==> config.mk <==
export PLATFORM = sky130hd
export DESIGN_NAME = taqe_ctrl
export DESIGN_NICKNAME = d
export VERILOG_FILES = /design/src/hw/rtl/tree_ancestor_query_engine_assert.svh /design/src/hw/rtl/taqe_pkg.sv /design/src/hw/rtl/taqe_ctrl.sv
export SDC_FILE = /design/constraint.sdc
export NUM_CORES = 1
export LEC_CHECK = 0
export ABC_AREA = 1
export BUFFER_PORTS_ARGS = -buffer_cell sky130_fd_sc_hd__buf_2
export CAP_MARGIN = 0
export CELL_PAD_IN_SITES_DETAIL_PLACEMENT = 0
export CELL_PAD_IN_SITES_GLOBAL_PLACEMENT = 1
export CORE_ASPECT_RATIO = 0.7
export CORE_UTILIZATION = 36
export DETAILED_ROUTE_END_ITERATION = 8
export PLACE_DENSITY_LB_ADDON = 0.1
export SLEW_MARGIN = 5
export SYNTH_ARGS = -nofsm -noshare
export SYNTH_HDL_FRONTEND = slang
export SYNTH_SLANG_ARGS = --single-unit
==> constraint.sdc <==
create_clock -name clock -period 1.56 [get_ports clock]
set_input_delay 0.078 -clock clock [delete_from_list [all_inputs] [get_ports clock]]
set_output_delay 0.078 -clock clock [all_outputs]
set_load 0.02 [all_outputs]
==> src/hw/rtl/tree_ancestor_query_engine_assert.svh <==
// Assertion macros used by the engine's top-level RTL file.
// Define ASSERT_OFF to compile every check away.
`ifndef TREE_ANCESTOR_QUERY_ENGINE_ASSERT_SVH
`define TREE_ANCESTOR_QUERY_ENGINE_ASSERT_SVH

`ifndef ASSERT_OFF

// Same-cycle implication.
`define ASSERT_IMPLY(name, clk, rst, ante, cons) \
   name: assert property (@(posedge clk) disable iff (rst) (ante) |-> (cons)) \
      else $error("implication check failed");

// Next-cycle implication.
`define ASSERT_NEXT(name, clk, rst, ante, cons) \
   name: assert property (@(posedge clk) disable iff (rst) (ante) |=> (cons)) \
      else $error("next-cycle check failed");

`else

`define ASSERT_IMPLY(name, clk, rst, ante, cons)
`define ASSERT_NEXT(name, clk, rst, ante, cons)

`endif

`endif

==> src/hw/rtl/taqe_pkg.sv <==
// ----------------------------------------------------------------------------
// taqe_pkg
// Types, widths and codes of the tree ancestor query engine.
// ----------------------------------------------------------------------------
`default_nettype none

package taqe_pkg;

   localparam int NODE_BITS   = 14;
   localparam int NODE_COUNT  = 2 ** NODE_BITS;
   localparam int LIFT_LEVELS = 14;
   localparam int LVL_BITS    = (LIFT_LEVELS > 1) ? $clog2(LIFT_LEVELS) : 1;
   localparam int WEIGHT_BITS = 16;
   localparam int DEPTH_BITS  = NODE_BITS;
   localparam int DIST_BITS   = 30;
   localparam int POS_BITS    = 15;
   localparam int EPOCH_BITS  = 8;
   localparam int INFO_BITS   = DEPTH_BITS + DIST_BITS;
   localparam int ANC_ADDR_BITS = NODE_BITS + LVL_BITS;

   localparam logic [LVL_BITS-1:0]  LVL_TOP  = LVL_BITS'(LIFT_LEVELS - 1);
   localparam logic [DIST_BITS-1:0] DIST_MAX = '1;

   localparam logic [1:0] CMD_START  = 2'd0;
   localparam logic [1:0] CMD_ATTACH = 2'd1;
   localparam logic [1:0] CMD_DIST   = 2'd2;
   localparam logic [1:0] CMD_KTH    = 2'd3;

   localparam logic [1:0] STATUS_OK         = 2'd0;
   localparam logic [1:0] STATUS_UNATTACHED = 2'd1;
   localparam logic [1:0] STATUS_RANGE      = 2'd2;

   typedef logic [NODE_BITS-1:0] node_type;

   typedef struct packed {
      logic     valid;
      node_type node;
   } anc_type;

   typedef enum logic [4:0] {
      S_CLEAR, S_IDLE, S_DECODE, S_ROOT, S_ROOT_ROW, S_CHK_A, S_CHK_B,
      S_ATT_WRITE, S_ATT_RD, S_ATT_WR, S_INFO_B, S_ORDER, S_LIFT_RD,
      S_LIFT_CHK, S_SAME, S_CA_RDX, S_CA_RDY, S_CA_CMP, S_CA_PAR, S_CA_UP,
      S_INFO_X, S_FINAL, S_RESP
   } state_type;

   typedef enum logic [4:0] {
      OP_NONE, OP_LOAD, OP_CLEAR, OP_EPOCH, OP_ROOT, OP_ROOT_ROW, OP_MARK_A,
      OP_MARK_B, OP_INFO_A, OP_INFO_B, OP_ORDER, OP_ATT_WRITE, OP_ATT_RD,
      OP_ATT_WR, OP_LIFT_RD, OP_LIFT_CHK, OP_CA_INIT, OP_CA_RDX, OP_CA_RDY,
      OP_CA_CMP, OP_CA_PAR, OP_CA_UP, OP_INFO_X, OP_KTH_SET, OP_RESP
   } dp_op_type;

   typedef enum logic [2:0] {
      K_ZERO, K_ERR1, K_ERR2, K_DIST, K_NODE
   } kind_type;

   typedef enum logic {PH_EQ, PH_KTH} phase_type;

   typedef struct packed {
      dp_op_type op;
      kind_type  kind;
   } ctl_type;

   typedef struct packed {
      logic [1:0] cmd;
      logic       hit;
      logic       lvl_zero;
      logic       lvl_last;
      logic       same;
      logic       pos_bad;
      logic       clr_last;
      logic       epoch_full;
      logic       busy;
   } dp_status_type;

endpackage

`default_nettype wire

==> src/hw/rtl/taqe_ctrl.sv <==
// ----------------------------------------------------------------------------
// taqe_ctrl
// Controller: sequences memory reads, lifting passes and the response.
// ----------------------------------------------------------------------------
`default_nettype none

module taqe_ctrl (
   input  wire logic                    clock,
   input  wire logic                    reset,
   input  wire logic                    req_valid,
   output      logic                    req_ready,
   input  wire taqe_pkg::dp_status_type sts,
   output      taqe_pkg::ctl_type       ctl
);
   import taqe_pkg::*;

   state_type state_ff, state_in;
   kind_type  kind_ff, kind_in;
   phase_type phase_ff, phase_in;
   logic      pend_ff, pend_in;
   logic      is_attach;

   assign is_attach = (sts.cmd == CMD_ATTACH);

   always_comb begin
      state_in = state_ff;
      kind_in  = kind_ff;
      phase_in = phase_ff;
      pend_in  = pend_ff;
      unique case (state_ff)
         S_CLEAR: begin
            if (sts.clr_last) begin
               pend_in  = 1'b0;
               state_in = pend_ff ? S_ROOT : S_IDLE;
            end
         end
         S_IDLE: begin
            if (req_valid) begin
               state_in = S_DECODE;
            end
         end
         S_DECODE: begin
            if (sts.cmd == CMD_START) begin
               if (sts.epoch_full) begin
                  pend_in  = 1'b1;
                  state_in = S_CLEAR;
               end else begin
                  state_in = S_ROOT;
               end
            end else begin
               state_in = S_CHK_A;
            end
         end
         S_ROOT: begin
            state_in = S_ROOT_ROW;
         end
         S_ROOT_ROW: begin
            if (sts.lvl_last) begin
               kind_in  = K_ZERO;
               state_in = S_RESP;
            end
         end
         S_CHK_A: begin
            // attach wants the child free, queries want the endpoint present
            if (is_attach ? sts.hit : !sts.hit) begin
               kind_in  = K_ERR1;
               state_in = S_RESP;
            end else begin
               state_in = S_CHK_B;
            end
         end
         S_CHK_B: begin
            if (!sts.hit) begin
               kind_in  = K_ERR1;
               state_in = S_RESP;
            end else begin
               state_in = is_attach ? S_ATT_WRITE : S_INFO_B;
            end
         end
         S_ATT_WRITE: begin
            if (LIFT_LEVELS == 1) begin
               kind_in  = K_ZERO;
               state_in = S_RESP;
            end else begin
               state_in = S_ATT_RD;
            end
         end
         S_ATT_RD: begin
            state_in = S_ATT_WR;
         end
         S_ATT_WR: begin
            if (sts.lvl_last) begin
               kind_in  = K_ZERO;
               state_in = S_RESP;
            end else begin
               state_in = S_ATT_RD;
            end
         end
         S_INFO_B: begin
            state_in = S_ORDER;
         end
         S_ORDER: begin
            phase_in = PH_EQ;
            state_in = S_LIFT_RD;
         end
         S_LIFT_RD: begin
            state_in = S_LIFT_CHK;
         end
         S_LIFT_CHK: begin
            if (!sts.lvl_zero) begin
               state_in = S_LIFT_RD;
            end else if (phase_ff == PH_KTH) begin
               kind_in  = K_NODE;
               state_in = S_RESP;
            end else begin
               state_in = S_SAME;
            end
         end
         S_SAME: begin
            state_in = sts.same ? S_FINAL : S_CA_RDX;
         end
         S_CA_RDX: begin
            state_in = S_CA_RDY;
         end
         S_CA_RDY: begin
            state_in = S_CA_CMP;
         end
         S_CA_CMP: begin
            state_in = sts.lvl_zero ? S_CA_PAR : S_CA_RDX;
         end
         S_CA_PAR: begin
            state_in = S_CA_UP;
         end
         S_CA_UP: begin
            state_in = S_INFO_X;
         end
         S_INFO_X: begin
            state_in = S_FINAL;
         end
         S_FINAL: begin
            if (sts.cmd == CMD_DIST) begin
               kind_in  = K_DIST;
               state_in = S_RESP;
            end else if (sts.pos_bad) begin
               kind_in  = K_ERR2;
               state_in = S_RESP;
            end else begin
               phase_in = PH_KTH;
               state_in = S_LIFT_RD;
            end
         end
         S_RESP: begin
            if (!sts.busy) begin
               state_in = S_IDLE;
            end
         end
         default: begin
            state_in = S_IDLE;
         end
      endcase
   end

   always_comb begin
      ctl.op    = OP_NONE;
      ctl.kind  = kind_ff;
      req_ready = 1'b0;
      unique case (state_ff)
         S_CLEAR:     ctl.op = OP_CLEAR;
         S_IDLE: begin
            req_ready = 1'b1;
            if (req_valid) begin
               ctl.op = OP_LOAD;
            end
         end
         S_DECODE: begin
            if (sts.cmd == CMD_START) begin
               if (!sts.epoch_full) begin
                  ctl.op = OP_EPOCH;
               end
            end else begin
               ctl.op = OP_MARK_A;
            end
         end
         S_ROOT:      ctl.op = OP_ROOT;
         S_ROOT_ROW:  ctl.op = OP_ROOT_ROW;
         S_CHK_A:     ctl.op = OP_MARK_B;
         S_CHK_B:     ctl.op = is_attach ? OP_INFO_B : OP_INFO_A;
         S_ATT_WRITE: ctl.op = OP_ATT_WRITE;
         S_ATT_RD:    ctl.op = OP_ATT_RD;
         S_ATT_WR:    ctl.op = OP_ATT_WR;
         S_INFO_B:    ctl.op = OP_INFO_B;
         S_ORDER:     ctl.op = OP_ORDER;
         S_LIFT_RD:   ctl.op = OP_LIFT_RD;
         S_LIFT_CHK:  ctl.op = OP_LIFT_CHK;
         S_SAME:      ctl.op = sts.same ? OP_INFO_X : OP_CA_INIT;
         S_CA_RDX:    ctl.op = OP_CA_RDX;
         S_CA_RDY:    ctl.op = OP_CA_RDY;
         S_CA_CMP:    ctl.op = OP_CA_CMP;
         S_CA_PAR:    ctl.op = OP_CA_PAR;
         S_CA_UP:     ctl.op = OP_CA_UP;
         S_INFO_X:    ctl.op = OP_INFO_X;
         S_FINAL: begin
            if (sts.cmd != CMD_DIST && !sts.pos_bad) begin
               ctl.op = OP_KTH_SET;
            end
         end
         S_RESP: begin
            if (!sts.busy) begin
               ctl.op = OP_RESP;
            end
         end
         default:     ctl.op = OP_NONE;
      endcase
   end

   always_ff @(posedge clock) begin
      if (reset) begin
         state_ff <= S_CLEAR;
         kind_ff  <= K_ZERO;
         phase_ff <= PH_EQ;
         pend_ff  <= 1'b0;
      end else begin
         state_ff <= state_in;
         kind_ff  <= kind_in;
         phase_ff <= phase_in;
         pend_ff  <= pend_in;
      end
   end

endmodule

`default_nettype wire

==> impl_metrics.csv, run 1 <==
group,metric,value,unit
logic_synthesis,syn_avg_cell_area,5.19,um2
sta,post-route-period-util,104,%
global_route,grt_util_met1,39.3,%
logic_synthesis,synthesis.nets,255,
sta,maxSlewViolCount,0,
worst_setup_path,path_cells,"inv_4 > nand2_4 > nor2_4 > buf_6 > nand3_2 > nand2_2 > nor2_1 > nand3_1 > buf_6",
floorplanning,num_io_pins,22,
sta,relSlewSlack,79.1,%
worst_setup_path,crit_path_end_kind,"output pin",
global_route,busiest_layer,"met2",
worst_setup_path,cp_slowest_cell,"dfxtp_4",
drt,drc,0,
worst_setup_path,worstSetupStartpointType,"register",
logic_synthesis,yosys_warnings,0,
finish,final_cell_mix,"nand2_1 (44), buf_4 (35), nor2_1 (29)",
logic_synthesis,netlist_instances,240,
global_route,grt_start_max_net_pins,9,
drt,firstDrtPassIters,4,
worst_setup_path,r2r-start,"state_ff[0]",
floorplanning,coreArea,3210,um2
logic_synthesis,synth-seq-cells,10,
clocking,clock-sinks,10,
finish,nFillCells,288,
placed_design,gp_congestion,0.996,
global_route,grt_pass1_vias,1684,
clocking,cts_tree,"done",
logic_synthesis,yosysUniqueCellTypes,23,
worst_setup_path,required,1.48,ns
finish,area_delta_synth_final,66.2,%
finish,fin_util,64.4,%
worst_setup_path,reg2reg_to,"kind_ff[1]",
worst_setup_path,crit_top_cell,"buf_6",
finish,diodes,0,
finish,final_nets,316,
clocking,clk_pin_slew,0.05,ns
sta,period_minus_slack,1.62,ns
flow_run,drv_cap,0,
finish,mostFrequentLayoutCell,"nand2_1",
worst_setup_path,crit_start,"state_ff[0]",
floorplanning,dieArea,3700,um2
drt,vias_per_cell,5.39,
floorplanning,start_util,38.8,%
run_status,status,"complete, but fails checks",
placed_design,placement.io_buffers,21,
worst_setup_path,ff2ff_setup_slack,-0.01,ns
sta,setup_ws,-0.0635,ns
clocking,clockBufferDepth,2,
clocking,h-tree-depth,1,
placed_design,dp_hpwl,3860,um
sta,fmax,616,MHz
floorplanning,rows,17,
placed_design,dp_slack,-0.126,ns
power_and_ir_drop,ir_drop,0.00115,V
drt,dr_total_vias,1865,
sta,setup_tns,-0.205,ns
sta,finalClockSkew,0.00105,ns
worst_setup_path,timing.critical_path.to,"ctl[4]",
power_and_ir_drop,cellPowerDensity,1660,nW/um2
drt,routed_wl,5300,um
worst_setup_path,cpPeakStageDelay,0.39,ns
global_route,grt_first_pass_wirelength,8000,um
clocking,numCtsBuffers,3,
sta,rsz0062_at_grt,"true",
power_and_ir_drop,cellLeakagePower,1.14,nW
drt,drtAntennaViolNets,0,
worst_setup_path,arrival,1.55,ns
sta,tightest_slew,0.313,ns
global_route,grt_antenna_before_repair,0,
logic_synthesis,syn_area,1240,um2
global_route,grt_use_met2,43.5,%
sta,setup_viol,6,
floorplanning,die_height,51.2,um
global_route,use_met3,8.09,%
global_route,track_usage,29.0,%
finish,drive_gt1_share,48.2,%
worst_setup_path,reg2reg_depth,9,
run_status,violations,"negative setup slack",
worst_setup_path,crit_type,"register to output pin",
hold_path,hold_class,"input pin to register",
finish,stdcell_area,2070,um2
global_route,grt-ovfl-total,0,
placed_design,placed_cell_area,1580,um2
clocking,cts-root-buf,"clkbuf_8",
drt,drtIter0Drc,158,
drt,routedWlPerCell,15.3,um
logic_synthesis,yosysSeqAreaShare,16.1,%
clocking,clkLatencyLatePin,0.24,ns
floorplanning,die_w,72.3,um
sta,whs,0.0821,ns
worst_setup_path,cp_max_fo,7,
sta,hold_viol,0,
==> cell usage after synthesis, drive strengths merged <==
cell / instances / area [um2]
a211oi: 2 / 15.0
a21oi: 10 / 50.1
buf: 3 / 22.5
clkinv: 1 / 3.75
dfxtp: 10 / 200
ha: 2 / 25.0
inv: 35 / 131
nand2: 67 / 254
nand3: 34 / 170
nand3b: 2 / 15.0
nand4: 7 / 43.8
nor2: 52 / 218
nor3: 7 / 46.3
nor3b: 1 / 7.51
o211ai: 1 / 7.51
o21ai: 5 / 28.8
o22ai: 1 / 6.26
==> routing by layer <==
metal  up-vias  wire (um)
met1       841       2290
met4         0        149
met2       107       2350
met3        19        506
li1        898          -
met5         -          0
==> state kept, by name, indices dropped and copies added, names as in the netlist <==
signal    flops
phase_ff      1
kind_ff       3
pend_ff       1
state_ff      5
==> metrics by stage <==
step                      std cells  power (W)
after CTS                       339    0.00304
after global placement          331    0.00238
after detailed placement        331    0.00235
after floorplan                 240    0.00165
after global routing            346    0.00364
final                           346    0.00344
==> how the worst min path moves through the flow <==
stage,start,endpoint,cells past startpoint
2_1_floorplan,reset,phase_ff,1
5_1_grt,reset,state_ff[1],2
3_3_place_gp,reset,state_ff[1],2
4_1_cts,reset,state_ff[1],2
3_5_place_dp,reset,state_ff[1],2
6_report,reset,state_ff[1],2
==> kinds of logic (layout without fill, tap and decap cells) <==
family	Yosys count	count (layout)	share of synthesized area, %
simple gates	170	170	60.6
flops	10	10	16.1
buf+inv	39	98	12.7
compound gates	19	19	8.64
fa+ha+maj	2	2	2.01
==> critical path: cells and delay by family (launching register included) <==
kind                   cells  cell delay [ns]
buffers and inverters      3             0.36
flip-flops                 1             0.39
AND/OR/NAND/NOR            6             0.53
==> final cells by class <==
cell class	count	area [um2]	share of cell area [%]
multi-input combinational	191	1170	56.7
timing repair buffer	59	433	20.9
sequential	10	219	10.6
inverter	36	144	6.95
tap	47	58.8	2.84
clock buffer	3	41.3	2.00
==> repair_timing <==
item / in CTS / in global routing
pin swaps: 10 / 17
endpoints found under the setup margin: 13 / 13
gates resized for setup: 63 / 48
hold buffers: 0 / 0
buffers inserted: 6 / 8
==> power breakdown <==
group          switching (W)  internal [W]  total, W
Combinational        0.00159       0.00107   0.00266
Clock               0.000103      0.000169  0.000272
Sequential          0.000136      0.000370  0.000506
(Power assumes the default switching activity.)
==> inputs of run 2 (changes only) <==
MAX_ROUTING_LAYER = met4   (was not set)
==> run 2 against run 1 <==
The flow still finishes with violations (negative setup slack). Highest routed layer unchanged. Clock skew grew 0.0062 ns. Non-clock buffer count up 2. Largest power group unchanged. Sequential power about the same. Global-route usage increased by 0.84 points. Wire length fell by 0.68%. Die area did not move.
==> impl_metrics.csv, run 2 (synthesized netlist as in run 1, its figures left out) <==
group,metric,value,unit
run_status,status,"complete, but fails checks",
run_status,violations,"negative setup slack",
placed_design,dp_hpwl,3950,um
drt,firstDrtPassIters,5,
worst_setup_path,cp_max_fo,7,
drt,routed_wl,5260,um
finish,drive_gt1_share,46.5,%
sta,rsz0062_at_grt,"true",
clocking,cts-root-buf,"clkbuf_8",
worst_setup_path,ff2ff_setup_slack,-0.04,ns
global_route,grt_pass1_vias,1679,
clocking,clock-sinks,10,
sta,setup_tns,-0.239,ns
drt,drtAntennaViolNets,0,
worst_setup_path,crit_type,"register to output pin",
worst_setup_path,reg2reg_to,"state_ff[4]",
worst_setup_path,cp_slowest_cell,"dfxtp_4",
global_route,track_usage,29.9,%
finish,mostFrequentLayoutCell,"nand2_1",
power_and_ir_drop,power.share.switching,53.2,%
power_and_ir_drop,power.switching,0.00176,W
floorplanning,num_io_pins,22,
global_route,grt-ovfl-total,0,
global_route,grt_use_met2,44.7,%
finish,fin_util,64.3,%
finish,diodes,0,
placed_design,placed_cells,333,
sta,tightest_slew,0.280,ns
floorplanning,start_util,38.8,%
clocking,clkLatencyLatePin,0.23,ns
hold_path,worstHoldStart,"reset",
worst_setup_path,cp_num_buf_inv,2,
sta,maxSlewViolCount,0,
floorplanning,rows,17,
sta,relSlewSlack,81.3,%
sta,post-route-period-util,104,%
placed_design,placement.io_buffers,21,
drt,drc,0,
worst_setup_path,cpPeakStageDelay,0.42,ns
worst_setup_path,required,1.48,ns
sta,hold_viol,0,
sta,fmax,616,MHz
placed_design,gp_congestion,0.952,
power_and_ir_drop,ir_drop,0.000869,V
power_and_ir_drop,cellLeakagePower,1.15,nW
worst_setup_path,critPathTopFamily,"simple AND/OR/NAND/NOR gates",
worst_setup_path,worstSetupStartpointType,"register",
drt,drtIter0Drc,214,
worst_setup_path,path_cells,"nor2_2 > nand2_4 > inv_2 > o21ai_2 > nand2_2 > nor3_2 > nand3_1 > buf_4",
global_route,grt_first_pass_wirelength,8010,um
global_route,grt_antenna_before_repair,0,
hold_path,whs_path_depth,2,
sta,setup_viol,7,
hold_path,hold_class,"input pin to register",
worst_setup_path,r2r-start,"state_ff[1]",
sta,finalClockSkew,0.00721,ns
clocking,clockBufferDepth,2,
clocking,numCtsBuffers,3,
global_route,busiest_layer,"met2",
floorplanning,die_height,51.2,um
finish,fin_cells,348,
worst_setup_path,reg2reg_depth,11,
power_and_ir_drop,seqPwrFrac,15.2,%
clocking,clk_pin_slew,0.05,ns
global_route,grt_start_max_net_pins,9,
sta,setup_ws,-0.0636,ns
finish,reg.largest.list,"state_ff (5), kind_ff (3)",
worst_setup_path,crit_path_end_kind,"output pin",
power_and_ir_drop,p_clk_share,7.9,%
floorplanning,die_w,72.3,um
power_and_ir_drop,cellPowerDensity,1600,nW/um2
sta,period_minus_slack,1.62,ns
global_route,use_met3,8.28,%
worst_setup_path,arrival,1.55,ns
clocking,cts_tree,"done",
drt,vias_per_cell,5.37,
finish,largest_register,"state_ff",
clocking,postCtsHoldBufs,0,
finish,final_cell_mix,"nand2_1 (47), buf_4 (36), nor2_1 (33)",
finish,largest_reg_flops,5,
power_and_ir_drop,p_comb_share,76.9,%
finish,final_nets,318,
drt,routedWlPerCell,15.1,um
floorplanning,coreArea,3210,um2
drt,dr_total_vias,1870,
finish,area_delta_synth_final,65.8,%
flow_run,drv_cap,0,
power_and_ir_drop,p_int,0.00155,W
clocking,h-tree-depth,1,
floorplanning,dieArea,3700,um2
hold_path,min_to,"state_ff[1]",
global_route,grt_util_met1,39.3,%
## run 2: changes by cell type in the layout (fill, tap and decap cells not counted), sizes merged
cell,previous run,this run
buf,59,61
## run 2: how the worst max path moves through the flow
stage	slack, ns	startpoint	depth (start not counted)	endpoint
detailed placement	-0.14	state_ff[0]	9	kind_ff[0]
global route	-0.12	state_ff[0]	8	ctl[5]
finish	-0.06	state_ff[0]	8	ctl[5]
global placement	-0.18	state_ff[0]	9	kind_ff[2]
floorplan	0.15	state_ff[0]	9	state_ff[0]
CTS	-0.04	state_ff[2]	8	ctl[3]
## run 2: area by class of cell
class / count / area, um2
Clock buffer: 3 / 41.3
Timing Repair Buffer: 61 / 452
Fill cell: 297 / 1150
Multi-Input combinational cell: 191 / 1150
Tap cell: 47 / 58.8
Sequential cell: 10 / 219
Inverter: 36 / 146
## run 2: per-layer routing
metal	vias to the layer above	wire, um
met1	829	2300
met3	18	517
met2	125	2330
met4	0	116
li1	898	-
met5	-	0
## run 2: stage by stage
step	total power, W	instance area (um2)	hold slack (ns)	setup slack, ns
2_1_floorplan	0.00165	1240	0.147	0.151
3_3_place_gp	0.00239	1600	0.328	-0.180
3_5_place_dp	0.00234	1600	0.328	-0.143
4_1_cts	0.00303	1880	0.0725	-0.0358
5_1_grt	0.00352	2060	0.101	-0.116
6_report	0.00331	2060	0.0843	-0.0636
## run 2: worst register-to-register path: stages (launching register included)
cell     delay [ns]
dfxtp_4        0.37
inv_4          0.08
nand2_2        0.06
nor2_4         0.24
buf_4          0.17
buf_4          0.10
nand3_1        0.06
nand2_1        0.06
nor2_1         0.04
nand3_1        0.13
nand2_1        0.07
a21oi_1        0.12
## run 2: repair_timing
action | in CTS | in global routing
setup buffers | 8 | 5
endpoints found under the setup margin | 12 | 15
gates resized for setup | 64 | 42
pin swaps | 13 | 21
## run 2: power by group through the flow
stage,clock (W),sequential (W),combinational (W)
2_1_floorplan,0,0.000462,0.00119
4_1_cts,0.000267,0.000489,0.00228
3_3_place_gp,0,0.000450,0.00194
3_5_place_dp,0,0.000448,0.00189
6_report,0.000262,0.000504,0.00255
5_1_grt,0.000271,0.000520,0.00273
==> inputs of run 3 (changes only) <==
PLACE_DENSITY_LB_ADDON = 0.12   (was 0.1)
==> run 3 against run 2 <==
The flow still finishes with violations (negative setup slack). Sequential share of layout area fell by 0.39 points. Final cell count fell by 0.57%. Total power rose by 12%. Clock power rose by 30%. Largest power group unchanged. Highest routed layer unchanged.
==> impl_metrics.csv, run 3 (synthesized netlist as in run 1, its figures left out) <==
group,metric,value,unit
floorplanning,coreArea,3210,um2
power_and_ir_drop,cellLeakagePower,1.15,nW
sta,tightest_slew,0.320,ns
worst_setup_path,crit_top_cell,"nand2_1",
placed_design,placement.io_buffers,21,
sta,whs,0.0834,ns
worst_setup_path,path_cells,"nand2_1 > inv_4 > buf_4 > nand2_1 > nand2_1 > nor2_1 > nand4_1 > buf_4",
hold_path,hold_class,"input pin to register",
placed_design,gp_congestion,1.01,
finish,final_cell_mix,"nand2_1 (45), buf_4 (32), nor2_1 (30)",
power_and_ir_drop,power.switching,0.00195,W
sta,maxSlewViolCount,0,
power_and_ir_drop,power.share.switching,52.6,%
power_and_ir_drop,ir_drop,0.000811,V
worst_setup_path,reg2reg_to,"state_ff[4]",
sta,finalClockSkew,0.00271,ns
drt,routed_wl,5560,um
power_and_ir_drop,seqPwrFrac,14.0,%
worst_setup_path,cp_max_fo,6,
sta,setup_ws,-0.113,ns
clocking,cts_tree,"done",
floorplanning,dieArea,3700,um2
global_route,grt_antenna_before_repair,0,
power_and_ir_drop,p_int,0.00176,W
worst_setup_path,cpPeakStageDelay,0.37,ns
sta,rsz0062_at_grt,"true",
finish,area_delta_synth_final,72.2,%
drt,wl_met2,2370,um
global_route,grt_pass1_vias,1688,
worst_setup_path,arrival,1.59,ns
finish,reg.largest.list,"state_ff (5), kind_ff (3)",
global_route,track_usage,29.8,%
clocking,clk_pin_slew,0.05,ns
global_route,grt-ovfl-total,0,
sta,relSlewSlack,78.6,%
clocking,numCtsBuffers,3,
worst_setup_path,ff2ff_setup_slack,0.01,ns
sta,setup_viol,5,
finish,final_nets,315,
finish,fin_util,66.7,%
drt,vias_per_cell,5.51,
floorplanning,rows,17,
worst_setup_path,r2r-start,"state_ff[0]",
drt,drtAntennaViolNets,0,
global_route,grt_first_pass_wirelength,7960,um
clocking,clkLatencyLatePin,0.24,ns
worst_setup_path,required,1.48,ns
drt,drt-met1-wl,2330,um
drt,drc,0,
run_status,violations,"negative setup slack",
sta,hold_viol,0,
worst_setup_path,timing.critical_path.to,"ctl[7]",
drt,drtIter0Drc,273,
finish,nFillCells,258,
run_status,status,"complete, but fails checks",
clocking,cts-root-buf,"clkbuf_8",
global_route,grt_start_max_net_pins,9,
finish,largest_reg_flops,5,
drt,firstDrtPassIters,5,
floorplanning,start_util,38.8,%
power_and_ir_drop,p_clk_share,9.2,%
worst_setup_path,cp_slowest_cell,"dfxtp_4",
sta,fmax,598,MHz
worst_setup_path,worstSetupStartpointType,"register",
floorplanning,num_io_pins,22,
clocking,clockBufferDepth,2,
placed_design,dp_hpwl,3750,um
drt,dr_total_vias,1908,
finish,diodes,0,
finish,drive_gt1_share,50.2,%
worst_setup_path,crit_type,"register to output pin",
sta,post-route-period-util,107,%
drt,top_layer,"met4",
power_and_ir_drop,p_comb_share,76.8,%
finish,largest_register,"state_ff",
clocking,clock-sinks,10,
flow_run,drv_cap,0,
clocking,h-tree-depth,1,
floorplanning,die_height,51.2,um
floorplanning,die_w,72.3,um
worst_setup_path,crit_path_end_kind,"output pin",
drt,dr_wl_met3,519,um
worst_setup_path,reg2reg_depth,11,
finish,mostFrequentLayoutCell,"nand2_1",
drt,routedWlPerCell,16.1,um
power_and_ir_drop,cellPowerDensity,1730,nW/um2
worst_setup_path,crit_start,"state_ff[3]",
sta,period_minus_slack,1.67,ns
[run 3: changes by cell type in the layout (fill, tap and decap cells not counted), sizes merged]
cell    previous run  this run
clkinv             1         0
buf               61        58
clkbuf             3         4
inv               35        36
[run 3: how the worst min path moves through the flow]
| stage | start | end | slack [ns] | depth (start not counted) |
|---|---|---|---|---|
| 3_5_place_dp | reset | state_ff[1] | 0.34 | 2 |
| 3_3_place_gp | reset | state_ff[1] | 0.34 | 2 |
| 5_1_grt | reset | state_ff[2] | 0.09 | 2 |
| 6_report | reset | state_ff[1] | 0.08 | 2 |
| 2_1_floorplan | reset | phase_ff | 0.15 | 1 |
| 4_1_cts | reset | state_ff[1] | 0.07 | 2 |
[run 3: critical path, delay by kind of cell, from the launching register on]
family	cells	cell delay [ns]
buf+inv	3	0.37
flops	1	0.37
simple gates	5	0.61
[run 3: final cells by class]
| class | count | area, um2 | area share [%] |
|---|---|---|---|
| inverters | 36 | 150 | 7.01 |
| clock buffers | 4 | 55.1 | 2.57 |
| flip-flops and latches | 10 | 219 | 10.2 |
| well taps | 47 | 58.8 | 2.74 |
| repair buffers | 58 | 433 | 20.2 |
| multi-input cells | 191 | 1230 | 57.3 |
[run 3: power groups by stage]
stage | Sequential [W] | Clock (W) | Combinational [W]
floorplan | 0.000462 | 0 | 0.00119
global placement | 0.000445 | 0 | 0.00198
detailed placement | 0.000440 | 0 | 0.00194
CTS | 0.000494 | 0.000341 | 0.00238
global route | 0.000527 | 0.000355 | 0.00301
finish | 0.000519 | 0.000341 | 0.00285
[run 3: what timing repair did]
action,CTS,global route
resized for setup,73,52
setup buffers,6,6
pin swaps,12,25
hold buffers,0,0
endpoints found under the hold margin,0,0
setup endpoints to repair,12,14
[run 3: stage by stage]
step | setup WS (ns) | power [W] | instances | area (um2) | setup TNS (ns)
after detailed placement | -0.116 | 0.00238 | 331 | 1580 | -0.560
after floorplan | 0.151 | 0.00165 | 240 | 1240 | 0
after CTS | -0.0429 | 0.00322 | 340 | 1900 | -0.137
after global routing | -0.200 | 0.00389 | 346 | 2140 | -0.920
after global placement | -0.231 | 0.00243 | 331 | 1580 | -1.36
final | -0.113 | 0.00371 | 346 | 2140 | -0.418
[run 3: layer usage]
layer  GRT usage [%]  vias to the layer above
li1                -                      894
met1            38.9                      845
met2            44.5                      133
met3            6.51                       36
met4            12.7                        0
met5               -                        -
